===== config.mk =====
export PLATFORM = sky130hd
export DESIGN_NAME = left_right_consistency_check_core_flat
export DESIGN_NICKNAME = d
export VERILOG_FILES = /design/src/design/lrcc_pkg.sv /design/src/design/lrcc_in_if.sv /design/src/design/lrcc_out_if.sv /design/src/design/lrcc_ram.sv /design/src/design/lrcc_cell.sv /design/src/design/left_right_consistency_check_core.sv /design/src/flat_wrapper.sv
export SDC_FILE = /design/constraint.sdc
export NUM_CORES = 2
export LEC_CHECK = 0
export ABC_AREA = 1
export BUFFER_PORTS_ARGS = -buffer_cell sky130_fd_sc_hd__buf_2
export CORE_MARGIN = 2
export CORE_UTILIZATION = 35
export DETAILED_ROUTE_END_ITERATION = 8
export HOLD_SLACK_MARGIN = 0.08
export SYNTH_ARGS = -nofsm -noshare
export SYNTH_HDL_FRONTEND = slang
export SYNTH_SLANG_ARGS = --single-unit
export TNS_END_PERCENT = 10

===== constraint.sdc =====
create_clock -name clk -period 27.8 [get_ports clk]
set_input_delay 2.78 -clock clk [delete_from_list [all_inputs] [get_ports clk]]
set_output_delay 2.78 -clock clk [all_outputs]
set_load 0.05 [all_outputs]

===== src/design/lrcc_pkg.sv =====
package lrcc_pkg;

  localparam int DISP_W    = 8;
  localparam int CLASS_W   = 2;
  localparam int COL_W     = 9;
  localparam int WIN_DEPTH = 256;
  localparam int PTR_W     = 8;

  localparam logic [COL_W-1:0]   COL_MAX         = 9'd511;
  localparam logic [DISP_W-1:0]  TOL_RESET       = 8'd1;
  localparam logic [DISP_W-1:0]  MISMATCH_VALUE  = 8'd0;
  localparam logic [DISP_W-1:0]  OCCLUSION_VALUE = 8'd255;

  localparam logic [CLASS_W-1:0] CLASS_CONSISTENT = 2'd0;
  localparam logic [CLASS_W-1:0] CLASS_MISMATCH   = 2'd1;
  localparam logic [CLASS_W-1:0] CLASS_OCCLUSION  = 2'd2;

  typedef struct packed {
    logic [DISP_W-1:0] value;
    logic              valid;
    logic              match;
  } slot_t;

endpackage


===== src/design/lrcc_in_if.sv =====
interface lrcc_in_if
  import lrcc_pkg::*;
();
  logic              valid;
  logic              ready;
  logic [DISP_W-1:0] left_disp;
  logic [DISP_W-1:0] right_disp;
  logic              row_start;

  modport source (output valid, left_disp, right_disp, row_start, input ready);
  modport sink   (input valid, left_disp, right_disp, row_start, output ready);
endinterface


===== src/design/lrcc_out_if.sv =====
interface lrcc_out_if
  import lrcc_pkg::*;
();
  logic               valid;
  logic               ready;
  logic [DISP_W-1:0]  out_disp;
  logic [CLASS_W-1:0] pixel_class;

  modport source (output valid, out_disp, pixel_class, input ready);
  modport sink   (input valid, out_disp, pixel_class, output ready);
endinterface


===== src/design/lrcc_ram.sv =====
module lrcc_ram #(
  parameter int WIDTH = 8,
  parameter int DEPTH = 256
) (
  input  logic                     clk,
  input  logic                     we,
  input  logic [$clog2(DEPTH)-1:0] waddr,
  input  logic [WIDTH-1:0]         wdata,
  input  logic                     re,
  input  logic [$clog2(DEPTH)-1:0] raddr,
  output logic [WIDTH-1:0]         rdata
);

  logic [WIDTH-1:0] mem [DEPTH];

  always_ff @(posedge clk) begin
    if (we) begin
      mem[waddr] <= wdata;
    end
    if (re) begin
      rdata <= mem[raddr];
    end
  end

endmodule


===== src/design/lrcc_cell.sv =====
module lrcc_cell
  import lrcc_pkg::*;
#(
  parameter int OFFSET = 0
) (
  input  logic  clk,
  input  logic  rst,
  input  logic  shift,
  input  logic  clear,
  input  slot_t prev,
  output slot_t stored
);

  logic valid_next;

  assign valid_next = prev.valid && !clear;

  always_ff @(posedge clk) begin
    if (rst) begin
      stored.valid <= 1'b0;
      stored.match <= 1'b0;
    end else if (shift) begin
      stored.value <= prev.value;
      stored.valid <= valid_next;
      stored.match <= valid_next && (prev.value == OFFSET[DISP_W-1:0]);
    end
  end

endmodule


===== src/design/left_right_consistency_check_core.sv =====
// Left/right disparity consistency check for a raster pixel stream. Each input word carries
// the left and right disparity of one column and a row-start flag; each yields one result
// word: the left disparity when the right view agrees within match_tolerance, 0 for a
// mismatch, 255 for an occlusion. One word is taken per clock unless results stall; a word passes
// s1 and the output register. The right-disparity lookup at column minus left disparity goes
// through a 256-entry circular RAM with a registered read, and the occlusion search runs in
// a row of SEARCH_MAX+1 shifting cells that each flag a right disparity equal to their own
// offset. No clearing pass is needed after reset or at a row start. Write match_tolerance
// only while no word is in flight.
module left_right_consistency_check_core
  import lrcc_pkg::*;
#(
  parameter int SEARCH_MAX = 63
) (
  input  logic              clk,
  input  logic              rst,
  input  logic              cfg_write,
  input  logic [DISP_W-1:0] cfg_data,
  lrcc_in_if.sink           pixel,
  lrcc_out_if.source        result
);

  localparam int NCELL = SEARCH_MAX + 1;

  logic [DISP_W-1:0] match_tolerance;
  logic              accept;
  logic [COL_W-1:0]  column_count;
  logic [COL_W-1:0]  column_count_next;
  logic [COL_W-1:0]  col;
  logic [PTR_W-1:0]  wptr;
  logic [PTR_W-1:0]  raddr;
  logic [DISP_W-1:0] ram_rdata;

  logic              s1_valid;
  logic              s1_adv;
  logic [DISP_W-1:0] s1_left;
  logic [DISP_W-1:0] s1_right;
  logic              s1_in_range;
  logic              s1_left_zero;

  logic              out_valid;
  logic [DISP_W-1:0] out_disp;
  logic [CLASS_W-1:0] pixel_class;
  logic [DISP_W-1:0] out_disp_next;
  logic [CLASS_W-1:0] pixel_class_next;

  slot_t             slots [NCELL];
  slot_t             head;
  logic [NCELL-1:0]  hits;
  logic              hit;
  logic [DISP_W-1:0] other;
  logic [DISP_W-1:0] diff;
  logic              consistent;

  assign s1_adv      = s1_valid && (!out_valid || result.ready);
  assign pixel.ready = !s1_valid || s1_adv;
  assign accept      = pixel.valid && pixel.ready;

  always_ff @(posedge clk) begin
    if (rst) begin
      match_tolerance <= TOL_RESET;
    end else if (cfg_write) begin
      match_tolerance <= cfg_data;
    end
  end

  // column of the current word and the saturating count for the next one
  assign col = pixel.row_start ? '0 : column_count;
  assign column_count_next = (col == COL_MAX) ? col : col + COL_W'(1);
  assign raddr = wptr - pixel.left_disp;

  always_ff @(posedge clk) begin
    if (rst) begin
      column_count <= '0;
      wptr         <= '0;
    end else if (accept) begin
      column_count <= column_count_next;
      wptr         <= wptr + PTR_W'(1);
    end
  end

  lrcc_ram #(
    .WIDTH(DISP_W),
    .DEPTH(WIN_DEPTH)
  ) u_window (
    .clk  (clk),
    .we   (accept),
    .waddr(wptr),
    .wdata(pixel.right_disp),
    .re   (accept),
    .raddr(raddr),
    .rdata(ram_rdata)
  );

  assign head.value = pixel.right_disp;
  assign head.valid = 1'b1;
  assign head.match = 1'b0;

  for (genvar i = 0; i < NCELL; i++) begin : g_cell
    if (i == 0) begin : g_head
      lrcc_cell #(.OFFSET(i)) u_cell (
        .clk   (clk),
        .rst   (rst),
        .shift (accept),
        .clear (1'b0),
        .prev  (head),
        .stored(slots[i])
      );
    end else begin : g_body
      lrcc_cell #(.OFFSET(i)) u_cell (
        .clk   (clk),
        .rst   (rst),
        .shift (accept),
        .clear (pixel.row_start),
        .prev  (slots[i-1]),
        .stored(slots[i])
      );
    end
    assign hits[i] = slots[i].match;
  end

  assign hit = |hits;

  always_ff @(posedge clk) begin
    if (rst) begin
      s1_valid <= 1'b0;
    end else if (accept) begin
      s1_valid <= 1'b1;
    end else if (s1_adv) begin
      s1_valid <= 1'b0;
    end
  end

  always_ff @(posedge clk) begin
    if (accept) begin
      s1_left      <= pixel.left_disp;
      s1_right     <= pixel.right_disp;
      s1_in_range  <= {1'b0, pixel.left_disp} <= col;
      s1_left_zero <= pixel.left_disp == '0;
    end
  end

  // the current word's own right value is not yet readable from the RAM
  assign other      = s1_left_zero ? s1_right : ram_rdata;
  assign diff       = (s1_left > other) ? s1_left - other : other - s1_left;
  assign consistent = s1_in_range && (diff <= match_tolerance);

  always_comb begin
    if (consistent) begin
      out_disp_next    = s1_left;
      pixel_class_next = CLASS_CONSISTENT;
    end else if (hit) begin
      out_disp_next    = MISMATCH_VALUE;
      pixel_class_next = CLASS_MISMATCH;
    end else begin
      out_disp_next    = OCCLUSION_VALUE;
      pixel_class_next = CLASS_OCCLUSION;
    end
  end

  always_ff @(posedge clk) begin
    if (rst) begin
      out_valid <= 1'b0;
    end else if (s1_adv) begin
      out_valid <= 1'b1;
    end else if (result.ready) begin
      out_valid <= 1'b0;
    end
  end

  always_ff @(posedge clk) begin
    if (s1_adv) begin
      out_disp    <= out_disp_next;
      pixel_class <= pixel_class_next;
    end
  end

  assign result.valid       = out_valid;
  assign result.out_disp    = out_disp;
  assign result.pixel_class = pixel_class;

  a_row_start_count: assert property (@(posedge clk) disable iff (rst)
    accept && pixel.row_start |=> column_count == COL_W'(1))
    else $error("column count not restarted by row start");

  a_head_slot: assert property (@(posedge clk) disable iff (rst)
    accept |=> slots[0].valid && slots[0].value == $past(pixel.right_disp))
    else $error("head cell did not take the new right disparity");

  a_wptr_step: assert property (@(posedge clk) disable iff (rst)
    accept |=> wptr == $past(wptr) + PTR_W'(1))
    else $error("window pointer out of step with accepted words");

  a_class_value: assert property (@(posedge clk) disable iff (rst)
    result.valid && pixel_class != CLASS_CONSISTENT |->
      (pixel_class == CLASS_MISMATCH && out_disp == MISMATCH_VALUE) ||
      (pixel_class == CLASS_OCCLUSION && out_disp == OCCLUSION_VALUE))
    else $error("result class and disparity disagree");

endmodule

===== src/flat_wrapper.sv =====
// flat-port wrapper written by rule: the top's interface ports become plain ports
module left_right_consistency_check_core_flat import lrcc_pkg::*;
#(
  parameter int SEARCH_MAX = 63
)
  (clk, rst, cfg_write, cfg_data, pixel_valid, pixel_left_disp, pixel_right_disp, pixel_row_start, pixel_ready, result_valid, result_out_disp, result_pixel_class, result_ready);
  lrcc_in_if pixel_i ();
  lrcc_out_if result_i ();
  input  logic clk;
  input  logic rst;
  input  logic cfg_write;
  input  logic [DISP_W-1:0] cfg_data;
  input wire logic [$bits(pixel_i.valid)-1:0] pixel_valid;
  input wire logic [$bits(pixel_i.left_disp)-1:0] pixel_left_disp;
  input wire logic [$bits(pixel_i.right_disp)-1:0] pixel_right_disp;
  input wire logic [$bits(pixel_i.row_start)-1:0] pixel_row_start;
  output wire logic [$bits(pixel_i.ready)-1:0] pixel_ready;
  output wire logic [$bits(result_i.valid)-1:0] result_valid;
  output wire logic [$bits(result_i.out_disp)-1:0] result_out_disp;
  output wire logic [$bits(result_i.pixel_class)-1:0] result_pixel_class;
  input wire logic [$bits(result_i.ready)-1:0] result_ready;
  assign pixel_i.valid = pixel_valid;
  assign pixel_i.left_disp = pixel_left_disp;
  assign pixel_i.right_disp = pixel_right_disp;
  assign pixel_i.row_start = pixel_row_start;
  assign pixel_ready = pixel_i.ready;
  assign result_valid = result_i.valid;
  assign result_out_disp = result_i.out_disp;
  assign result_pixel_class = result_i.pixel_class;
  assign result_i.ready = result_ready;
  left_right_consistency_check_core #(.SEARCH_MAX(SEARCH_MAX)) u_core (.clk(clk), .rst(rst), .cfg_write(cfg_write), .cfg_data(cfg_data), .pixel(pixel_i), .result(result_i));
endmodule

After elaboration in Yosys (flattened, before gate mapping). Memories as Yosys holds them, arrays and structs flattened. A register that Yosys moved wholly into a read port is not among the register bits. Index checks and enable logic that the tools add are counted.

$add $sub $neg: 5. Mux-type cells: 13. Reductions and logical operators: 140. Equality and inequality tests: 64. Bitwise operators: 1. Magnitude comparators: 3.

Operators with widths (count): == test 8 x 6 -> 1 bit (second input constant) (32); logical AND 1 bit (129); == test 8 x 5 -> 1 bit (second input constant) (16); == test 8 x 4 -> 1 bit (second input constant) (8); OR reduction 64 bit (1); == test 8 x 3 -> 1 bit (second input constant) (4); 2-to-1 mux 8 bit (4); subtractor 8 bit (3); 2-to-1 mux 9 bit (2); == test 8 x 2 -> 1 bit (second input constant) (2); logical NOT 8 bit (2); adder 9 x 1 -> 9 bit (second input constant) (1); == test 9 bit (second input constant) (1); <= comparator 8 x 9 -> 1 bit (1); adder 8 x 1 -> 8 bit (second input constant) (1); == test 8 x 1 -> 1 bit (second input constant) (1); greater-than comparator 8 bit (1); <= comparator 8 bit (1); 2-to-1 mux 1 bit (6); nonzero test 2 bit (2); logical NOT 1 bit (3); logical OR 1 bit (2); 2-to-1 mux 2 bit (1); AND reduction 2 bit (1); inverter 1 bit (1).

Memories: 1. Word-level logic and storage cells: 428. Input port bits: 30. Output and inout bits: 12. RAM bits: 2048. Register bits: 686.

Memories: u_core.u_window.mem (depth 256, width 8, rd ports 1, clocked after Yosys merged registers in 1, write ports 1, line lrcc_ram.sv:14) `logic [WIDTH-1:0] mem [DEPTH];`.

Depth between registers and ports, before layout.
Word-level depth: 7. Mapped depth: 27. Depth with buffers taken out: 27.

Modules after synthesis. From an unflattened synthesis, not the netlist that was laid out.

Cell total of the unflattened synthesis: 9531. Area total of the unflattened synthesis: 111077.8 sq um.

Modules (own cells, without submodules): lrcc_ram (area an instance 83476.3 sq um, instances 1, cells an instance 7003, seq. area each 61739.2 sq um); lrcc_cell (u_core.g_cell[11].g_body.u_cell ...) (area an instance 365.4 sq um, instances 20, cells an instance 30, seq. area each 280.3 sq um); lrcc_cell (u_core.g_cell[10].g_body.u_cell ...) (area an instance 369.1 sq um, instances 15, cells an instance 31, seq. area each 280.3 sq um); lrcc_cell (u_core.g_cell[15].g_body.u_cell ...) (area an instance 361.6 sq um, instances 15, cells an instance 29, seq. area each 280.3 sq um); left_right_consistency_check_core (area an instance 4246.6 sq um, instances 1, cells an instance 615, seq. area each 1381.3 sq um); lrcc_cell (u_core.g_cell[16].g_body.u_cell ...) (area an instance 372.9 sq um, instances 6, cells an instance 32, seq. area each 280.3 sq um); lrcc_cell (u_core.g_cell[31].g_body.u_cell ...) (area an instance 357.8 sq um, instances 6, cells an instance 28, seq. area each 280.3 sq um); lrcc_cell (u_core.g_cell[63].g_body.u_cell) (area an instance 354.1 sq um, instances 1, cells an instance 27, seq. area each 280.3 sq um); lrcc_cell (u_core.g_cell[0].g_head.u_cell) (area an instance 349.1 sq um, instances 1, cells an instance 26, seq. area each 280.3 sq um).

Worst setup path before layout. OpenSTA, ideal clock, no wires.

Path type: in2reg. Start point: input result_ready. End point: register u_core.column_count[8]. Data required time: 27.615 ns. Stages on the path: 6. Slack: 1.732 ns. Buffers on the path: 1. Setup time: 0.185 ns. Data arrival time: 25.883 ns. Path through: inv_1 > nand3_1 > nand2_2 > clkbuf_1 > nor2_1 > a32o_1.

Longest elaborated chain between the ends: 4.

RTL lines: start, declared (line flat_wrapper.sv:21) `input wire logic [$bits(result_i.ready)-1:0] result_ready;`; logical OR 1 bit (line left_right_consistency_check_core.sv:55) `assign s1_adv = s1_valid && (!out_valid || result.ready);`; logical AND 1 bit (line left_right_consistency_check_core.sv:55); logical OR 1 bit (line left_right_consistency_check_core.sv:56) `assign pixel.ready = !s1_valid || s1_adv;`; via pixel_ready (line flat_wrapper.sv:17) `output wire logic [$bits(pixel_i.ready)-1:0] pixel_ready;`; logical AND 1 bit (line left_right_consistency_check_core.sv:57) `assign accept = pixel.valid && pixel.ready;`; end signal, assigned (line left_right_consistency_check_core.sv:77) `column_count <= column_count_next;`; end, declared (line left_right_consistency_check_core.sv:27) `logic [COL_W-1:0] column_count;`.

The timed path passes the listed nets, and every way through them passes these cells. A chain may end at the register's enable or synchronous reset.

Final worst setup path.
Start point: input pixel_left_disp[0]. End point: register u_core.u_window.rdata[5], read port of u_core.u_window.mem (data pin).

Longest elaborated chain between the ends: 1.

RTL lines: start, declared (line flat_wrapper.sv:14) `input wire logic [$bits(pixel_i.left_disp)-1:0] pixel_left_disp;`; subtractor 8 bit (line left_right_consistency_check_core.sv:70) `assign raddr = wptr - pixel.left_disp;`; end, declared (line lrcc_ram.sv:11) `output logic [WIDTH-1:0] rdata`.

Every way passes these cells.

==> impl_summary.md <==
Synthesis
The Yosys warning count is 0. For this run, the register share of the synthesized area comes to 0.721. The netlist area before placement is 112000 sq um.

The number of cells produced by synthesis is 10000. The count of flip-flops with a built-in enable after synthesis is 2588. After synthesis, the share of flip-flops with an asynchronous set or reset is 0.

The total of flip-flops plus latches after synthesis is 2742. The leading register cell type out of synthesis is edfxtp_1. The post-synthesis area per instance is 11.2 sq um. Counting distinct cell types in the post-synthesis netlist gives 50. The synthesized net count is 10100.

Worst hold path
The tightest min-delay check is of the reg2reg type.

GRT
The first global-routing pass estimated 447 mm of wire. In the global route stage, overall resource usage came out at 0.180. The via count of the first global-routing pass is 71400. The sum of overflow across all layers after global routing is 0. The pin count of the biggest net entering global routing is 232. The number of antenna violations at the first check in global routing was 17.

Die
The total area inside the core boundary comes to 318000 sq um. The floorplan step set the die height to 570 microns. The die is 570 microns wide. The floorplan row count is 207. The full die area is 325000 sq um. The starting density of the core is 0.352.

For this design the top-level I/O count stands at 42.

Drt
The remaining design rule violation count is 0. Using the TritonRoute via totals, the vias-per-cell ratio works out to 5.05. The detailed router finished its first iteration with 8097 violations.

The first detailed-routing pass ran for 6 iterations. The total vias in the final route is 72500. The remaining antenna violation count after routing is 0. The wire length per cell is 20.8 microns. The final layout contains routed wiring with a total length of 299 mm.

Timing
The final hold violation count is 0. Static timing analysis puts the maximum clock frequency at 120 MHz. In the finished design, the share of the clock period the worst path needs comes to 0.299. Setup repair after global routing left no endpoint under its margin. Headroom to the max-slew limit came out at 0.191. The final critical-path required period is 8.32 ns.

Setup total negative slack on the finished layout was measured at 0 ns. The number of endpoints failing setup at the final stage is 0. The measured slew at the worst slew-check pin is 1.21 ns. The tightest hold path in the finished design has a slack of 0.399 ns. The clock skew after layout is 0.0688 ns. The number of max-slew violations in the final report is 0.

Worst setup path
The type of the worst setup path is in2reg. Data arrives at the worst endpoint at 8.90 ns. The kind of launch point of the worst setup path is an input pin. The biggest fanout along the worst timing path is 167. STA puts the critical path data required time at 28.39 ns. The type of destination of the critical path is a register.

Clock tree
The number of clock buffers added by TritonCTS is 290. The total of cells resized after clock tree synthesis is 0. The clock drives 2742 sinks. The clock latency reported for the late side of the worst-skew pair is 0.88 ns. Clock-pin slew was measured on the worst setup and hold paths at 0.06 ns. The longest clock path from root to sink contains 4 buffers. The buffer type at the clock tree root is clkbuf_16. The setup fix buffers added after clock tree synthesis is 0.

For this design, the CTS-stage hold fixing added 0 buffers. TritonCTS built the clock tree. The H-tree was split into 5 levels.

Final layout
The multi-input combinational cells in the finished layout cover a total of 25800 sq um. The layout has 29900 filler cells. The register cell area after layout is 80800 sq um.

The library cell used most frequently in the layout, excluding fill and tap cells, is nand2_1. After the last flow step, the layout net total stands at 10000. The area growth from synthesis to layout is 11.7%. In the final layout, the share of cells above drive strength 1 is 0.0621. The library cells used most frequently in the layout, excluding fill and tap cells, are nand2_1 (2975), edfxtp_1 (2588), nand3_1 (1045), nor2_1 (951), inv_1 (828).

Placement
At the end of routability-driven placement, the weighted congestion stood at 0.870. The placed wire-length estimate is 170 mm. Port buffering added 41 buffers.

Pwr
The leakage power is 46.7 nW. IR analysis of the VDD net gives a maximum drop of 0.0592 mV. For this design the ratio of total power to cell area is 76.0 nW/um^2.

Job
The number of maximum-capacitance violations is 0.

Outcome
The flow ran to the end, and the final reports show no timing, DRC or antenna violations.
[state kept, by name, indices dropped and copies added (netlist names), 2 cells and up]
signal,flops
u_core.u_window.rdata,8
u_core.column_count,9
u_core.result.pixel_class,2
u_core.s1_right,8
u_core.u_window.mem,2048
u_core.wptr,8
u_core.match_tolerance,8
u_core.g_cell.g_body.u_cell.stored,621
u_core.s1_left,8
u_core.result.out_disp,8
u_core.g_cell.g_head.u_cell.stored,10
[worst max-delay path: stages]
cell and delay [ns]:
buf_2 0.15, ha_4 0.42, inv_8 0.73, buf_4 0.95, buf_4 0.74, buf_4 0.79, buf_4 0.84, nand2_1 0.11
nand3_1 0.11, nand2_1 0.07, nand2_1 0.07, nand3_1 0.09, nand3_1 0.21, nand3_1 0.17, nand3_1 0.12, nand2_1 0.07
nand2_1 0.07, nand2_1 0.06
[final timing paths]
check | slack (ns) | cells after the start | from | to
max | 19.48 | 18 | pixel_left_disp[0] | u_core.u_window.rdata[5]
min | 0.40 | 0 | u_core.g_cell[46].g_body.u_cell.stored[7] | u_core.g_cell[47].g_body.u_cell.stored[7]
max reg2reg | 21.02 | 18 | u_core.wptr[0] | u_core.u_window.rdata[5]
min reg2reg | 0.40 | 0 | u_core.g_cell[46].g_body.u_cell.stored[7] | u_core.g_cell[47].g_body.u_cell.stored[7]
[per-stage QoR]
step / power [W] / instances / util / setup slack (ns) / area, sq um
6_report: 0.00951 / 14400 / 0.393 / 19.48 / 125000
5_1_grt: 0.00985 / 14400 / 0.393 / 19.08 / 125000
4_1_cts: 0.00957 / 14300 / 0.393 / 19.58 / 125000
3_5_place_dp: 0.00584 / 13800 / 0.365 / 18.71 / 116000
3_3_place_gp: 0.00584 / 13800 / 0.365 / 18.69 / 116000
2_1_floorplan: 0.00544 / 10000 / - / 1.73 / 112000
[where the power goes]
part	internal (W)	leakage (nW)	total (W)	switching (W)
registers	0.00456	24.7	0.00459	0.0000301
clock network	0.00216	4.45	0.00375	0.00159
logic	0.000295	17.5	0.00117	0.000877
total	0.00702	46.7	0.00951	0.00250
[logic make-up (layout without fill, tap and decap cells)]
| family | Yosys count | count (layout) | synth area share |
|---|---|---|---|
| simple gates | 5267 | 5267 | 0.195 |
| flops | 2742 | 2742 | 0.721 |
| buf+inv | 1366 | 1492 | 0.0496 |
| compound gates | 604 | 604 | 0.0277 |
| fa+ha+maj | 46 | 46 | 0.00534 |
| xor+xnor | 16 | 16 | 0.00149 |
| mux | 1 | 1 | 0.0000893 |
| other cells | 0 | 12 | 0 |
[layout make-up]
type / instances / area share
flip-flops and latches: 2742 / 0.645
multi-input cells: 5934 / 0.206
clock buffers: 361 / 0.0617
well taps: 4180 / 0.0418
inverters: 834 / 0.0252
clock inverters: 160 / 0.0109
repair buffers: 137 / 0.00866
diodes: 12 / 0.000240
[layer usage]
layer	global-route usage	vias to the layer above	routed length, microns
met5	0	-	71
met3	0.0291	541	20800
li1	-	33700	-
met2	0.295	2520	141000
met4	0.0798	12	13400
met1	0.234	35700	123000
[cell usage after synthesis (15+ instances only)]
master	instances	share of area
o21ai_1	48	0.0021
nand2_1	2977	0.10
o21ai_0	366	0.016
nand4_1	63	0.0035
nor4_1	71	0.0040
buf_4	29	0.0019
inv_1	829	0.028
edfxtp_1	2588	0.69
clkbuf_1	218	0.0073
nand3_1	1048	0.047
a21oi_1	160	0.0071
buf_2	237	0.011
nor2_1	952	0.032
ha_1	43	0.0048
or2_2	69	0.0039
nor3_1	45	0.0020
dfxtp_1	154	0.028
buf_1	45	0.0015
nand3b_1	15	0.0010
No activity file was read; power rests on OpenSTA's default activity.
